==> config.mk <==
export PLATFORM = sky130hd
export DESIGN_NAME = rrb_front
export DESIGN_NICKNAME = d
export VERILOG_FILES = /design/src/hdl/record_ring_buffer_top_assert.svh /design/src/hdl/rrb_pkg.sv /design/src/hdl/rrb_front.sv
export SDC_FILE = /design/constraint.sdc
export NUM_CORES = 1
export LEC_CHECK = 0
export ABC_AREA = 1
export BUFFER_PORTS_ARGS = -buffer_cell sky130_fd_sc_hd__buf_2
export CAP_MARGIN = 10
export CORE_AREA = 2 2 39 41
export DETAILED_ROUTE_END_ITERATION = 8
export DIE_AREA = 0 0 41 43
export GPL_TIMING_DRIVEN = 1
export PLACE_DENSITY = 0.6
export SETUP_SLACK_MARGIN = 0.2
export SLEW_MARGIN = 5
export SYNTH_ARGS = -nofsm -noshare
export SYNTH_HDL_FRONTEND = slang
export SYNTH_SLANG_ARGS = --single-unit
==> constraint.sdc <==
create_clock -name vclk -period 1.75
set_clock_uncertainty 0.15 [all_clocks]
set_input_delay 0.2625 -clock vclk [all_inputs]
set_output_delay 0.2625 -clock vclk [all_outputs]
set_load 0.01 [all_outputs]
==> src/hdl/record_ring_buffer_top_assert.svh <==
// ----------------------------------------------------------------------------
// record_ring_buffer_top_assert.svh
// assertion macros for the record ring buffer rtl, used by rrb_back
// ----------------------------------------------------------------------------
`ifndef RECORD_RING_BUFFER_TOP_ASSERT_SVH
`define RECORD_RING_BUFFER_TOP_ASSERT_SVH

// condition holds at every clock edge out of reset
`define RRB_ASSERT_HOLDS(label, cond) \
    label: assert property (@(posedge i_clk) disable iff (!i_rst_n) (cond)) \
        else $error("record ring buffer assertion failed");

// antecedent implies consequent in the same cycle
`define RRB_ASSERT_IMPLIES(label, ante, cons) \
    label: assert property (@(posedge i_clk) disable iff (!i_rst_n) (ante) |-> (cons)) \
        else $error("record ring buffer assertion failed");

`endif

==> src/hdl/rrb_pkg.sv <==
// ----------------------------------------------------------------------------
// rrb_pkg
// types, codes and helpers of the record ring buffer
// ----------------------------------------------------------------------------
package rrb_pkg;

    localparam int SLOTS_DEF     = 16;
    localparam int MAX_BYTES_DEF = 64;
    localparam int Q_DEPTH       = 2;

    localparam int BYTE_W = 8;
    localparam int LEN_W  = 7;
    localparam int FUNC_W = 2;
    localparam int STAT_W = 3;
    localparam int FILL_W = 5;
    localparam int TOT_W  = 32;

    localparam int IN_TDATA_W  = 16;
    localparam int OUT_TDATA_W = 96;
    localparam int CFG_IDX_W   = 2;

    localparam logic [FUNC_W-1:0] FN_PUSH = 2'd0;
    localparam logic [FUNC_W-1:0] FN_POP  = 2'd1;
    localparam logic [FUNC_W-1:0] FN_STOP = 2'd2;
    localparam logic [FUNC_W-1:0] FN_NOP  = 2'd3;

    localparam logic [STAT_W-1:0] ST_BYTE      = 3'd0;
    localparam logic [STAT_W-1:0] ST_STORED    = 3'd1;
    localparam logic [STAT_W-1:0] ST_REF_STOP  = 3'd2;
    localparam logic [STAT_W-1:0] ST_REF_FULL  = 3'd3;
    localparam logic [STAT_W-1:0] ST_EMPTY     = 3'd4;
    localparam logic [STAT_W-1:0] ST_ENDED     = 3'd5;
    localparam logic [STAT_W-1:0] ST_STOP_DONE = 3'd6;
    localparam logic [STAT_W-1:0] ST_TRUNC     = 3'd7;

    localparam logic [CFG_IDX_W-1:0] CFG_FULL_POLICY = 2'd0;
    localparam logic [CFG_IDX_W-1:0] CFG_MAX_LEN     = 2'd1;

    localparam logic [LEN_W-1:0] MAX_LEN_RST = 7'd64;
    localparam logic [LEN_W-1:0] WLEN_SAT    = 7'd127;

    typedef struct packed {
        logic [FUNC_W-1:0] kind;
        logic [BYTE_W-1:0] data;
        logic              last;
        logic [LEN_W-1:0]  want;
    } t_cmd;

    typedef struct packed {
        logic [BYTE_W-1:0] data;
        logic [STAT_W-1:0] status;
        logic [LEN_W-1:0]  count;
        logic              last;
        logic [LEN_W-1:0]  remaining;
        logic [FILL_W-1:0] fill;
        logic [TOT_W-1:0]  pushed;
        logic [TOT_W-1:0]  popped;
    } t_res;

    // zero acts as one, anything above cap acts as cap
    function automatic logic [LEN_W-1:0] f_clamp_len(input logic [LEN_W-1:0] v,
                                                     input logic [LEN_W-1:0] cap);
        logic [LEN_W-1:0] r;
        if (v == '0) begin
            r = 7'd1;
        end else if (v > cap) begin
            r = cap;
        end else begin
            r = v;
        end
        return r;
    endfunction

endpackage

==> src/hdl/rrb_front.sv <==
// ----------------------------------------------------------------------------
// rrb_front
// accepts input transactions, decodes the function and clamps the pop size
// ----------------------------------------------------------------------------
module rrb_front #(
    parameter int MAX_BYTES = rrb_pkg::MAX_BYTES_DEF
) (
    input  logic                            i_valid,
    output logic                            o_ready,
    input  logic [rrb_pkg::IN_TDATA_W-1:0]  i_data,   // data_in, want, pad
    input  logic [rrb_pkg::FUNC_W-1:0]      i_user,   // func
    input  logic                            i_last,
    input  logic                            i_q_ready,
    output logic                            o_q_push,
    output rrb_pkg::t_cmd                   o_cmd
);
    import rrb_pkg::*;

    localparam logic [LEN_W-1:0] CAP = LEN_W'(MAX_BYTES);

    assign o_ready  = i_q_ready;
    // no-op transactions are taken and dropped here
    assign o_q_push = i_valid && i_q_ready && (i_user != FN_NOP);

    always_comb begin
        o_cmd.kind = i_user;
        o_cmd.data = i_data[BYTE_W-1:0];
        o_cmd.last = i_last;
        o_cmd.want = f_clamp_len(i_data[BYTE_W+LEN_W-1:BYTE_W], CAP);
    end

endmodule

==> summary.txt <==
Critical path type: input port to primary output
Net Sw Power: 0.02788 mW
Final worst path period need: 1.321 ns
Fin nets: 67
Vias: 204
Worst Tran Pin Value: 0.1501 ns
Clk pwr share: 0%
Pre-antenna DRT Iters: 1
Initial core utilization: 14.20%
Ys Warns: 0
DRT met1 WL: 184 um
Layout cells sized above 1: 65.91%
# DRC: 0
Global-route wire length before repair: 586 um
Gate power share: 100.0%
Dpl cell area: 232.7 um2
Top-count cell post-synth: buf_4
Area Growth Syn to Fin: 18.47%
Vias in the first global route: 154
Post-Syn Area per Cell: 5.613 um2
Max Cap Violations: 0
Setup WS post-layout: 0.4293 ns
Synth area leaders: buf_4, nor2_2, inv_1, nand2_1, nor2_1
Core Region: 1384 um2
Die width: 41 um
Die Height: 43 um
Resized cells post-CTS: 0
Buffers on Ports: 22
Setup TNS: 0 ns
Final antenna-violating net count: 0
Pin count of the biggest net entering global routing: 6
Final Core Density: 16.82%
Cells after synthesis: 35
Setup Buffers After CTS: 0
Top Layer Used: met4
Sequential cell count: 0
Worst path required time: 1.34 ns
CP cell instances: buf_2 -> nor2_2 -> nand3_1 -> nand2_2 -> inv_2 -> nor2_2 -> buf_2
DP Cell Count: 60
Clock buf count: 0
Fillers: 175
Post-Syn Nets: 56
I/O Pins: 41
Max-slew violations: 0
Rel. slew slack: 89.92%
Cell Pwr Density: 222.9 nW/um2
Post-DP HPWL: 376.1 um
CP Max Fanout: 3
Min Hold Slack: 0.3750 ns
Family with the most delay on the worst path: simple AND/OR/NAND/NOR gates
Gr usage total: 4.296%
Status: completed
N_diodes: 0
Area of the die: 1763 um2
Grt ovf: 0
RSZ-0062 raised after global routing: false
Vias per cell: 3.400
Pre-CTS WS: 0.4187 ns
Initial antenna violation count: 0
Tcrit/Tclk final: 75.47%
FP Rows: 14
Post-synth top area cell: buf_4
VDD IR-drop max: 0.05342 mV
Sequential share of the synthesized area: 0%
Leak pwr: 0.1563 nW
Switching Fraction: 53.75%
Fmax: 757.2 MHz
Final Wtd Congestion: 0.7234
Critical path buffers and inverters: 3
FF/Latch Area: 0 um2
Starting DRC count in detailed routing: 0
Met3 WL: 97 um
Total Wirelength: 396 um
Final cell count without fillers: 60
Top-area cell type share of the netlist area: 45.86%
CP max stage delay: 0.13 ns
Cell area after layout: 232.7 um2
Post-synth top cells: buf_4, inv_1, nor2_2
Slowest cell on crit path: buf_2
Flop pwr share: 0%
Crit path DAT: 0.91 ns
WL met2: 109 um
Post-synth cell types: 11
Drt wl/cell: 6.600 um
Hold Buf Count CTS: 0
Final number of hold-violating endpoints: 0
Pint: 0.02399 mW
Total Power: 0.05186 mW
Critical Path Sink Type: primary output
Worst Hold Class: input port to primary output
Setup violations, final: 0
Crit start category: input port
Post-synthesis cell area: 196.4 um2
==> worst paths after layout <==
path	startpoint	to	slack, ns	cells after the start
max	i_data[8]	o_cmd[3]	0.43	7
min	i_data[5]	o_cmd[13]	0.38	0
==> cell type report <==
cell class / count / area (um2) / share of cell area, %
timing repair buffer: 22 / 110.1 / 47.31
tap: 16 / 20.02 / 8.602
inverter: 6 / 22.52 / 9.677
multi-input combinational: 16 / 80.08 / 34.41
==> layout by cell type (no fill, tap or decap), drive strengths merged <==
cell   count
inv        6
a21oi      1
nand3      2
nand2      4
nor2       8
nor3       1
buf       22
==> metal layers <==
| metal | vias to the layer above | global-route usage (%) |
|---|---|---|
| met5 | - | 0 |
| met4 | 0 | 0.6667 |
| met3 | 2 | 0.5236 |
| met2 | 21 | 5.313 |
| met1 | 72 | 7.595 |
| li1 | 109 | - |
==> power groups by stage <==
stage | Clock [mW] | Combinational, mW | Sequential (mW)
after floorplan | 0 | 0.0491 | 0
after global placement | 0 | 0.0520 | 0
after detailed placement | 0 | 0.0527 | 0
after CTS | 0 | 0.0528 | 0
after global routing | 0 | 0.0600 | 0
final | 0 | 0.0519 | 0
==> cell families after synthesis <==
kind of cell	synth area share [%]
simple gates	38.22
buf+inv	59.23
compound gates	2.545
Note: power is estimated with default switching activity, not from simulation.
