## config.mk

```make
export PLATFORM = sky130hd
export DESIGN_NAME = rrb_queue
export DESIGN_NICKNAME = d
export VERILOG_FILES = /design/src/hdl/record_ring_buffer_top_assert.svh /design/src/hdl/rrb_pkg.sv /design/src/hdl/rrb_queue.sv
export SDC_FILE = /design/constraint.sdc
export NUM_CORES = 1
export LEC_CHECK = 0
export ABC_AREA = 1
export BUFFER_PORTS_ARGS = -buffer_cell sky130_fd_sc_hd__buf_2
export CORE_ASPECT_RATIO = 1.2
export CORE_MARGIN = 4
export CORE_UTILIZATION = 54
export CTS_BUF_LIST = sky130_fd_sc_hd__clkbuf_8
export DETAILED_ROUTE_END_ITERATION = 6
export GPL_TIMING_DRIVEN = 1
export PLACE_DENSITY = 0.81
export SETUP_SLACK_MARGIN = 0.5
export SLEW_MARGIN = 25
export SYNTH_ARGS = -nofsm -noshare
export SYNTH_HDL_FRONTEND = slang
export SYNTH_SLANG_ARGS = --single-unit
```

## constraint.sdc

```tcl
create_clock -name i_clk -period 2 [get_ports i_clk]
set_input_delay 0 -clock i_clk [delete_from_list [all_inputs] [get_ports i_clk]]
set_output_delay 0 -clock i_clk [all_outputs]
set_load 0.005 [all_outputs]
```

## src/hdl/record_ring_buffer_top_assert.svh

```systemverilog
// ----------------------------------------------------------------------------
// record_ring_buffer_top_assert.svh
// assertion macros for the record ring buffer rtl, used by rrb_back
// ----------------------------------------------------------------------------
`ifndef RECORD_RING_BUFFER_TOP_ASSERT_SVH
`define RECORD_RING_BUFFER_TOP_ASSERT_SVH

// condition holds at every clock edge out of reset
`define RRB_ASSERT_HOLDS(label, cond) \
    label: assert property (@(posedge i_clk) disable iff (!i_rst_n) (cond)) \
        else $error("record ring buffer assertion failed");

// antecedent implies consequent in the same cycle
`define RRB_ASSERT_IMPLIES(label, ante, cons) \
    label: assert property (@(posedge i_clk) disable iff (!i_rst_n) (ante) |-> (cons)) \
        else $error("record ring buffer assertion failed");

`endif

```

## src/hdl/rrb_pkg.sv

```systemverilog
// ----------------------------------------------------------------------------
// rrb_pkg
// types, codes and helpers of the record ring buffer
// ----------------------------------------------------------------------------
package rrb_pkg;

    localparam int SLOTS_DEF     = 16;
    localparam int MAX_BYTES_DEF = 64;
    localparam int Q_DEPTH       = 2;

    localparam int BYTE_W = 8;
    localparam int LEN_W  = 7;
    localparam int FUNC_W = 2;
    localparam int STAT_W = 3;
    localparam int FILL_W = 5;
    localparam int TOT_W  = 32;

    localparam int IN_TDATA_W  = 16;
    localparam int OUT_TDATA_W = 96;
    localparam int CFG_IDX_W   = 2;

    localparam logic [FUNC_W-1:0] FN_PUSH = 2'd0;
    localparam logic [FUNC_W-1:0] FN_POP  = 2'd1;
    localparam logic [FUNC_W-1:0] FN_STOP = 2'd2;
    localparam logic [FUNC_W-1:0] FN_NOP  = 2'd3;

    localparam logic [STAT_W-1:0] ST_BYTE      = 3'd0;
    localparam logic [STAT_W-1:0] ST_STORED    = 3'd1;
    localparam logic [STAT_W-1:0] ST_REF_STOP  = 3'd2;
    localparam logic [STAT_W-1:0] ST_REF_FULL  = 3'd3;
    localparam logic [STAT_W-1:0] ST_EMPTY     = 3'd4;
    localparam logic [STAT_W-1:0] ST_ENDED     = 3'd5;
    localparam logic [STAT_W-1:0] ST_STOP_DONE = 3'd6;
    localparam logic [STAT_W-1:0] ST_TRUNC     = 3'd7;

    localparam logic [CFG_IDX_W-1:0] CFG_FULL_POLICY = 2'd0;
    localparam logic [CFG_IDX_W-1:0] CFG_MAX_LEN     = 2'd1;

    localparam logic [LEN_W-1:0] MAX_LEN_RST = 7'd64;
    localparam logic [LEN_W-1:0] WLEN_SAT    = 7'd127;

    typedef struct packed {
        logic [FUNC_W-1:0] kind;
        logic [BYTE_W-1:0] data;
        logic              last;
        logic [LEN_W-1:0]  want;
    } t_cmd;

    typedef struct packed {
        logic [BYTE_W-1:0] data;
        logic [STAT_W-1:0] status;
        logic [LEN_W-1:0]  count;
        logic              last;
        logic [LEN_W-1:0]  remaining;
        logic [FILL_W-1:0] fill;
        logic [TOT_W-1:0]  pushed;
        logic [TOT_W-1:0]  popped;
    } t_res;

    // zero acts as one, anything above cap acts as cap
    function automatic logic [LEN_W-1:0] f_clamp_len(input logic [LEN_W-1:0] v,
                                                     input logic [LEN_W-1:0] cap);
        logic [LEN_W-1:0] r;
        if (v == '0) begin
            r = 7'd1;
        end else if (v > cap) begin
            r = cap;
        end else begin
            r = v;
        end
        return r;
    endfunction

endpackage

```

## src/hdl/rrb_queue.sv

```systemverilog
// ----------------------------------------------------------------------------
// rrb_queue
// short command queue between the front and the back
// ----------------------------------------------------------------------------
module rrb_queue #(
    parameter int DEPTH = rrb_pkg::Q_DEPTH
) (
    input  logic          i_clk,
    input  logic          i_rst_n,
    input  logic          i_push,
    input  rrb_pkg::t_cmd i_cmd,
    output logic          o_ready,
    output logic          o_valid,
    output rrb_pkg::t_cmd o_cmd,
    input  logic          i_pop
);
    import rrb_pkg::*;

    localparam int PTR_W = (DEPTH > 1) ? $clog2(DEPTH) : 1;
    localparam int CNT_W = $clog2(DEPTH + 1);
    localparam logic [PTR_W-1:0] PTR_LAST = PTR_W'(DEPTH - 1);
    localparam logic [CNT_W-1:0] CNT_FULL = CNT_W'(DEPTH);

    t_cmd             r_mem [DEPTH];
    logic [PTR_W-1:0] r_wr, r_rd;
    logic [CNT_W-1:0] r_cnt;
    logic             do_push, do_pop;

    assign o_ready = (r_cnt != CNT_FULL);
    assign o_valid = (r_cnt != '0);
    assign o_cmd   = r_mem[r_rd];
    assign do_push = i_push && o_ready;
    assign do_pop  = i_pop && o_valid;

    always_ff @(posedge i_clk) begin
        if (!i_rst_n) begin
            r_wr  <= '0;
            r_rd  <= '0;
            r_cnt <= '0;
        end else begin
            if (do_push) begin
                r_wr <= (r_wr == PTR_LAST) ? '0 : r_wr + 1'b1;
            end
            if (do_pop) begin
                r_rd <= (r_rd == PTR_LAST) ? '0 : r_rd + 1'b1;
            end
            if (do_push && !do_pop) begin
                r_cnt <= r_cnt + 1'b1;
            end else if (do_pop && !do_push) begin
                r_cnt <= r_cnt - 1'b1;
            end
        end
    end

    always_ff @(posedge i_clk) begin
        if (do_push) begin
            r_mem[r_wr] <= i_cmd;
        end
    end

endmodule

```

==> metrics.md, run 1 <==
| Metric | Value |
|---|---|
| Die height | 67.5 um |
| Crit path max fanout | 5 |
| Critical Path AT | around 1.7 ns |
| DRC errors left | 0 |
| Synth cell count leaders | edfxtp_1, mux2_4, nand2_1 |
| Clock power frac | a little over a fifth |
| Post-Place Cell Area | between 1500 and 2000 um2 |
| Hold Path Sink | r_wr |
| Reg2reg path depth | 10 |
| Starting Density | a little under three fifths |
| IO Count | 42 |
| H-tree depth | 2 |
| Slew HR | between 80% and 90% |
| Antenna violations before repair | 0 |
| Leak pwr | slightly below 0.0009 uW |
| RSZ-0062 raised after global routing | yes |
| Worst-margin pin slew | 0.215 ns |
| Hold Path Class | in2reg |
| WHS Path Cells | 4 |
| Cell-internal power | between 1500 and 2000 uW |
| Grt peak-use layer | met2 |
| CTS Buf Count | 5 |
| Hold_sp | i_push |
| Reg-to-reg endpoint | r_cnt[1] |
| Most frequent cell after synthesis | edfxtp_1 |
| Post-synthesis sequential area ratio | about 74% |
| R2R Setup Slk | 0.57 ns |
| GRT overflow | 0 |
| Max VDD drop | roughly 0.87 mV |
| Number of synthesized flops with an enable pin | 36 |
| CP startpoint kind | flop |
| Vias in the first global route | ~1,100 |
| Clock sinks | 41 |
| Syn Inst Count | 93 |
| Core area | between 2000 and 3000 um2 |
| Routed Antenna Nets | 0 |
| DR pass1 iterations | 4 |
| Final Setup Violations | 0 |
| Port Buf Inserts | 41 |
| Die area | roughly 4000 um2 |
| Main area contributors after synthesis | edfxtp_1, mux2_4, dfxtp_1, mux2_2, nand2_1 |
| Worst-skew pair later-pin latency | between 0.2 and 0.3 ns |
| Number of max-cap violations | 0 |
| Dominant cell type by area after synthesis | edfxtp_1 |
| Sequential power share | between 50% and 60% |
| Post-DR wirelength/cell | 14.6 um |
| Total Routing Usage GR | 16.5% |
| Fraction of layout cells with a size suffix above 1 | roughly 45% |
| CTS tree | done |
| R2R Path Start | r_cnt[0] |
| Clk slew on worst S/H paths | ~0.070 ns |
| Area Growth Syn to Fin | 33.6% |
| Period utilisation layout | 71.6% |
| Die span in x | about 58 um |
| Status | completed |
| Register bit total from synthesis | 41 |
| Largest net degree at the start of global routing | 13 |
| Combinational share of power | ~28% |
| PwrDens | approximately 1100 nW/um2 |
| Design area | between 2000 and 2500 um2 |
| Fin util | between 70% and 80% |
| Routed WL | about 2.9 mm |
| Met2 usage | slightly below 30% |
| CTS Buffer Depth | 2 |
| Max frequency | approximately 700 MHz |
| Top_reg_cell synth | edfxtp_1 |
| Syn_nets | about 120 |
| Yosys cell types | 15 |
| WS Path Type | reg2reg |
| NetSw | between 600 and 700 uW |
| Fraction of registers with async set/reset | 0% |
| DR vias/cell | between 5 and 6 |
| Fin. max-slew vios | 0 |
| Post-synthesis cell area | 1590 um2 |
| Clk root buf | clkbuf_8 |
| HPWL Detailed | between 1.5 and 2 mm |
| GPL Wtd Cong | roughly 0.63 |
| CP Capture Type | flop |
| Row cnt | 21 |
| Syn. warnings | 0 |
| Clock Skew | 0.00199 ns |
| ANT cells | 0 |
| Area share of the largest cell type after synthesis | about two thirds |
| Tmin final | between 1 and 1.5 ns |
| GR Util met3 | 6.69% |
| Syn Area/Cell | ~17 um2 |
| Nets | approximately 190 |
| Critical Path RT | approximately 2.2 ns |
| Detailed router's first-iteration violation count | 29 |
| Met1 usage | around 16% |
| Fin Setup TNS | 0 ns |
| Sw frac | 27.1% |
| Vias | between 900 and 1,000 |
| Fin. Hold Viols | 0 |
| Post-CTS Setup Inserts | 0 |
| Global-route wire length before repair | about 4.6 mm |
[registers in the layout (all words and copies together) (netlist names), named ones only]
register and flops:
r_rd 1, r_cnt 2, r_mem 36, r_wr 1
[routing by layer]
metal / up-vias / wire length (um)
met3: 9 / 225
met4: 0 / 88
li1: 474 / -
met1: 470 / 1020
met5: - / 0
met2: 42 / 1570
[layout make-up]
type	count	area (um2)
inverter	8	30.0
fill	180	683
tap	34	42.5
clock buffer	5	68.8
multi-input combinational	42	353
clock inverter	3	12.5
sequential	41	1180
timing repair buffer	65	437
[placed cells by master (no fill, tap or decap)]
cell,synthesis,routed
a21oi_1,1,1
buf_2,0,41
buf_4,0,4
buf_6,1,1
clkbuf_8,0,5
clkinv_1,0,2
clkinv_2,0,1
dfxtp_1,5,4
dfxtp_4,0,1
dlygate4sd3_1,0,19
edfxtp_1,36,36
ha_1,1,1
inv_1,8,7
inv_2,0,1
mux2_2,8,8
mux2_4,10,10
nand2_1,9,8
nand2_2,0,1
nand3_1,1,1
nand4_1,1,1
nor2_1,8,8
o21a_1,1,1
o21ai_0,2,2
[power by group through the flow]
stage          Clock (uW)  Combinational (uW)  Sequential [uW]
6_report              483                 648             1160
5_1_grt               546                 711             1170
4_1_cts               494                 651             1150
3_5_place_dp            0                 615             1170
3_3_place_gp            0                 582             1150
2_1_floorplan           0                 424             1140
[metrics by stage]
step | setup slack, ns | instances | hold slack [ns] | total power, uW
after floorplan | 0.241 | 93 | 0.0989 | 1560
after global placement | 0.704 | 171 | 0.189 | 1730
after detailed placement | 0.511 | 171 | 0.192 | 1780
after CTS | 0.535 | 198 | 0.0987 | 2300
after global routing | 0.484 | 198 | 0.120 | 2430
final | 0.568 | 198 | 0.0958 | 2290
[cells by family (layout without fill, tap and decap cells)]
| family | after synthesis | count (layout) | synth area share [%] |
|---|---|---|---|
| AO/OA/AOI/OAI | 4 | 4 | 1.41 |
| adder cells (fa/ha/maj) | 1 | 1 | 0.785 |
| flip-flops | 41 | 41 | 74.2 |
| multiplexers | 18 | 18 | 15.1 |
| buffers and inverters | 10 | 81 | 3.85 |
| AND/OR/NAND/NOR | 19 | 19 | 4.71 |
[worst max-delay path, cell delays in order (launching register included)]
cell and delay, ns:
dfxtp_1 0.34, inv_2 0.09, nand2_1 0.09, nand2_2 0.10
inv_1 0.06, ha_1 0.33, inv_1 0.09, nand3_1 0.09
nand2_1 0.06, inv_1 0.04, nor2_1 0.08
[what timing repair did]
item | 4_1_cts | 5_1_grt
hold endpoints to repair | 40 | 0
hold buffers | 19 | 0
setup endpoints to repair | 12 | 2
gates resized for setup | 3 | 2
[worst max-delay path by stage]
| stage | from | endpoint | slack, ns | cells past startpoint |
|---|---|---|---|---|
| 3_5_place_dp | r_cnt[0] | r_cnt[1] | 0.51 | 10 |
| 3_3_place_gp | flop | o_cmd[8] | 0.70 | 3 |
| 2_1_floorplan | r_cnt[0] | r_mem[1][0] | 0.24 | 4 |
| 5_1_grt | r_cnt[0] | r_cnt[1] | 0.48 | 10 |
| 6_report | r_cnt[0] | r_cnt[1] | 0.57 | 10 |
| 4_1_cts | r_cnt[0] | r_cnt[1] | 0.54 | 10 |
Power figures use the tool's default switching activity.
==> run 2, diff against run 1 <==
Clock period 2 ns to 1.5 ns, I/O delays scaled along.
==> run 2 against run 1 <==
  * Final cell count increased by 7.1%
  * Combinational power rose to 2.5 times the previous value
  * First-iteration DRC count grew 130%
  * Hold slack better by 0.092 ns
  * Count of clock-buffer cells in the layout is the same
  * Flip-flop and latch count did not move
  * Non-clock buffer count grew 13
  * Via count increased by 14%
  * Clock skew increased by 0.0035 ns
  * Core utilization is 15 points higher
  * Sequential power increased by 38%
  * Critical path depth fell by 1
==> metrics.md, run 2 (same netlist as run 1, synthesis figures left out) <==
| Metric | Value |
|---|---|
| Hold Path Class | in2reg |
| Top Registers | r_mem: 36 flops, r_cnt: 2 flops |
| Port Buf Inserts | ~40 |
| Clock sinks | 41 |
| GPL Wtd Cong | between 0.6 and 0.7 |
| Global-route wire length before repair | 5.87 mm |
| CTS Buffer Depth | 2 |
| Hold_ws | 0.187 ns |
| Vias | 1,138 |
| DR vias/cell | 5.37 |
| Tmin final | ~1.4 ns |
| Reg-to-reg endpoint | r_cnt[1] |
| Fin. Hold Viols | 0 |
| Crit path max fanout | 4 |
| Max VDD drop | ~1.3 mV |
| Core area | roughly 2800 um2 |
| Reg2reg path depth | 9 |
| Fraction of layout cells with a size suffix above 1 | between 60% and 70% |
| Die area | 3890 um2 |
| R2R Setup Slk | 0.12 ns |
| IO Count | 42 |
| Worst-margin pin slew | around 0.26 ns |
| Detailed router's first-iteration violation count | 68 |
| # fillers | 103 |
| Fin. max-slew vios | 0 |
| Final Setup Violations | 0 |
| Post-DR wirelength/cell | ~23 um |
| Clk root buf | clkbuf_8 |
| Routed WL | ~4.9 mm |
| RSZ-0062 raised after global routing | yes |
| Critical Path RT | 1.73 ns |
| Fin Setup TNS | 0 ns |
| Die span in x | ~58 um |
| WS Path Type | reg2reg |
| Clk slew on worst S/H paths | about 0.080 ns |
| Max frequency | slightly above 700 MHz |
| CTS Buf Count | 5 |
| Critical Path AT | approximately 1.6 ns |
| Crit path cell chain | inv_4 > nand2_4 > nand2_8 > inv_6 > ha_4 > inv_2 > nand4_1 > nand2_1 > nor2_1 |
| CP startpoint kind | flop |
| Status | completed |
| Clock Skew | 0.00544 ns |
| Period utilisation layout | approximately 92% |
| Vias in the first global route | between 1,000 and 1,500 |
| Starting Density | around 57% |
| Largest Register | r_mem |
| DR pass1 iterations | 6 |
| WHS Path Cells | 4 |
| GRT overflow | 0 |
| HPWL Detailed | about 2.1 mm |
| Area Growth Syn to Fin | 59.9% |
| Worst-skew pair later-pin latency | approximately 0.3 ns |
| Max FFs per register | 36 |
| PwrDens | 1630 nW/um2 |
| Largest net degree at the start of global routing | 15 |
| Fin util | roughly nine tenths |
| CTS tree | done |
| Row cnt | 21 |
| Slowest cell on crit path | dfxtp_4 |
| Number of max-cap violations | 0 |
| CP Capture Type | flop |
| Total Routing Usage GR | between 20% and 30% |
| R2R Path Start | r_cnt[0] |
| Leak pwr | between 0.001 and 0.0015 uW |
| Hold Path Sink | r_wr |
| Commonest non-fill, non-tap cell in the layout | edfxtp_1 |
| Routed Antenna Nets | 0 |
| H-tree depth | 2 |
| Critical path's largest stage delay | roughly 0.37 ns |
| Slew HR | between 80 and 90% |
| Nets | between 150 and 200 |
| Die height | about 67 um |
| Most frequent cells in the layout | edfxtp_1, buf_2, dlygate4sd3_1 |
| Hold_sp | i_push |
| Antenna violations before repair | 1 |
| DRC errors left | 0 |
==> run 2: changes by cell type in the layout (fill, tap and decap cells not counted), moves of 2 or more <==
cell      before  now
buf_16         0    2
buf_2         41   33
buf_6          1   16
clkinv_1       2    0
dfxtp_1        4    2
dfxtp_4        1    3
inv_1          7    4
mux2_2         8    0
mux2_4        10   18
nand2_1        8    3
nand2_2        1    4
nor2_1         8    3
nor2_2         0    3
nor2_4         0    2
==> run 2: where the power goes <==
group          switching (uW)  internal (uW)
clock                     417            498
sequential                128           1470
combinational             703            932
total                    1250           2900
==> run 2: how the worst max path moves through the flow <==
| stage | slack (ns) | startpoint | cells after the start | to |
|---|---|---|---|---|
| 4_1_cts | 0.17 | flop | 3 | o_cmd[5] |
| 5_1_grt | 0.06 | r_cnt[0] | 9 | r_cnt[1] |
| 6_report | 0.12 | r_cnt[0] | 9 | r_cnt[1] |
| 3_3_place_gp | 0.28 | r_cnt[0] | 5 | r_mem[1][11] |
| 2_1_floorplan | 0.29 | r_cnt[0] | 4 | r_mem[0][0] |
| 3_5_place_dp | 0.21 | r_cnt[0] | 5 | r_mem[1][16] |
==> run 2: area by class of cell <==
class	count	area, um2	share of cell area [%]
clock inverter	3	46.3	1.82
multi-input combinational	42	469	18.4
clock buffer	5	68.8	2.70
inverter	8	37.5	1.47
tap	34	42.5	1.67
sequential	41	1190	46.8
antenna	1	2.50	0.0982
timing repair buffer	78	688	27.0
==> run 2: critical path: cells and delay by family (launching register included) <==
family	cells	cell delay, ns
adders and majority gates	1	0.28
DFF	1	0.37
buffers and inverters	3	0.16
and+or+nand+nor	5	0.49
==> run 2: layer usage <==
metal / track usage [%] / vias up / share of wire, %
li1: - / 503 / -
met4: 8.70 / 0 / 2.3
met1: 22.2 / 578 / 34
met5: 0 / - / 0
met3: 7.84 / 10 / 5.0
met2: 40.1 / 47 / 59
==> run 2: what timing repair did <==
action                                 4_1_cts  5_1_grt
setup endpoints to repair                   56       60
hold buffers                                19        0
pin swaps                                    8        6
setup buffers                                6        4
cloned                                       2        1
endpoints found under the hold margin       41        0
resized for setup                           19       31
==> run 2: metrics by stage <==
step / instances / worst slack [ns] / area, um2 / total power, uW
detailed placement: 171 / 0.211 / 1900 / 2490
CTS: 206 / 0.174 / 2360 / 3660
global route: 212 / 0.0556 / 2550 / 4330
finish: 212 / 0.115 / 2550 / 4150
floorplan: 93 / 0.295 / 1640 / 2180
global placement: 171 / 0.282 / 1900 / 2420
==> run 3, diff against run 2 <==
Settings changed: CORE_UTILIZATION 54 to 48, PLACE_DENSITY 0.81 to 0.77.
Clock period 1.5 ns to 1.1 ns, I/O delays scaled along.
==> run 3 against run 2 <==
  * The run now ends with hold timing, setup timing left
  * Count of clock-buffer cells in the layout unchanged
  * Worst setup slack got worse by 0.31 ns
  * Clock power increased by 2.6%
  * Die area increased by 11%
  * Clock skew decreased by 0.0018 ns
  * Critical path type is now reg2out
  * Non-clock buffer count increased by 2
  * Final cell count increased by 1.4%
  * First-iteration DRC count decreased by 51%
  * Core utilization decreased by 5.4 points
==> metrics.md, run 3 (same netlist as run 1, synthesis figures left out) <==
| Metric | Value |
|---|---|
| Critical Path RT | ~1.1 ns |
| Critical path's largest stage delay | between 0.3 and 0.4 ns |
| H-tree depth | 2 |
| Design Power | around 5600 uW |
| Leak pwr | ~0.0011 uW |
| Vias | roughly 1,100 |
| Clk root buf | clkbuf_8 |
| Tmin final | around 1.3 ns |
| Largest net degree at the start of global routing | 19 |
| Crit path cell chain | buf_12 > mux2_4 > buf_6 |
| Total Routing Usage GR | 17.4% |
| DRC errors left | 0 |
| Die area | between 4000 and 5000 um2 |
| Fraction of layout cells with a size suffix above 1 | roughly three fifths |
| Slowest cell on crit path | dfxtp_4 |
| WS Path Type | reg2out |
| Final Setup Violations | 57 |
| Fin. Hold Viols | 10 |
| Period utilisation layout | 118% |
| Port Buf Inserts | 41 |
| DR pass1 iterations | 4 |
| Fin. max-slew vios | 0 |
| Antenna violations before repair | 0 |
| Routed Antenna Nets | 0 |
| Slew HR | ~90% |
| Crit path max fanout | 9 |
| Max FFs per register | 36 |
| Placed insts | between 150 and 200 |
| Clk slew on worst S/H paths | around 0.070 ns |
| DR vias/cell | 4.99 |
| CP Capture Type | output pin |
| ANT cells | 0 |
| Largest Register | r_mem |
| Post-DR wirelength/cell | about 20 um |
| Clock sinks | 41 |
| Nets | between 200 and 250 |
| Number of max-cap violations | 0 |
| Final WS setup | -0.199 ns |
| Area Growth Syn to Fin | 67.9% |
| CTS Buf Count | 5 |
| Status | finished, violations left |
| Worst-skew pair later-pin latency | 0.30 ns |
| Vias in the first global route | approximately 1,100 |
| Clock Skew | about 0.0036 ns |
| Die span in x | a little over 60 um |
| Worst-margin pin slew | 0.184 ns |
| IO Count | between 40 and 50 |
| Most frequent cells in the layout | edfxtp_1, buf_6, buf_2 |
| Die height | 71.1 um |
| Hold Path Class | in2reg |
| Routed WL | between 4 and 5 mm |
| Core area | 3140 um2 |
| # fillers | around 150 |
| Final std cells w/o fill | 215 |
| Hold_ws | -0.100 ns |
| GPL Wtd Cong | 0.644 |
| CP startpoint kind | flop |
| HPWL Detailed | about 2.0 mm |
| CTS tree | done |
| Starting Density | between 50% and 60% |
| CTS Buffer Depth | 2 |
| GRT overflow | 0 |
| Failing checks | hold timing, setup timing |
| Max VDD drop | approximately 1.8 mV |
| PwrDens | around 2100 nW/um2 |
| Global-route wire length before repair | 5.31 mm |
| RSZ-0062 raised after global routing | yes |
| Max frequency | a little under 800 MHz |
| Detailed router's first-iteration violation count | 33 |
| Top Registers | r_mem: 36 flops, r_cnt: 2 flops |
| Row cnt | 22 |
| Commonest non-fill, non-tap cell in the layout | edfxtp_1 |
| Critical Path AT | between 1 and 1.5 ns |
## run 3: per-stage QoR
step | instance area, um2 | setup TNS [ns] | hold WS [ns] | util [%] | setup slack [ns]
floorplan | 1680 | -3.44 | 0.0989 | - | -0.105
global route | 2670 | -11.65 | -0.114 | 85.2 | -0.233
global placement | 1970 | -0.0551 | 0.188 | 62.7 | -0.0377
CTS | 2410 | -6.88 | -0.108 | 76.8 | -0.164
detailed placement | 1970 | -1.00 | 0.192 | 62.7 | -0.138
finish | 2670 | -8.98 | -0.100 | 85.2 | -0.199
## run 3: final cells by class
type	instances	area [um2]	area share, %
well taps	36	45.0	1.68
multi-input cells	42	472	17.6
flip-flops and latches	41	1190	44.5
clock inverters	3	12.5	0.468
inverters	8	32.5	1.22
clock buffers	5	68.8	2.57
repair buffers	80	852	31.9
## run 3: path summary, 6_finish.rpt
path / end / depth (start not counted) / slack, ns / startpoint
setup reg to reg: r_mem[1][11] / 6 / -0.19 / r_cnt[0]
hold reg to reg: r_wr / 2 / 0.51 / r_wr
hold / removal: r_mem[1][8] / 1 / -0.10 / i_cmd[8]
setup / recovery: o_cmd[15] / 3 / -0.20 / flop
## run 3: per-layer routing
layer  part of all wire, %  track usage, %  wire length (um)  up-vias
met2                    57            28.8              2460       34
met4                   1.4            6.51                59        0
met1                    36            20.3              1560      525
met3                   5.0            6.02               213        7
li1                      -               -                 -      507
met5                     0               0                 0        -
## run 3: repair_timing
action,in CTS,in global routing
setup endpoints to repair,61,67
resized for setup,34,17
gates cloned,4,3
hold buffers,5,10
pin swaps,8,6
buffers inserted,7,5
hold endpoints to repair,39,29
## run 3: report_power, final
group	internal (uW)	leakage, uW	switching (uW)
Clock	427	0.0000430	512
Sequential	2000	0.000379	157
Combinational	1560	0.000714	970
## run 3: critical path: cells and delay by family, from the launching register on
family	cells	cell delay, ns
flip-flops	1	0.39
multiplexers	1	0.32
buffers and inverters	2	0.28
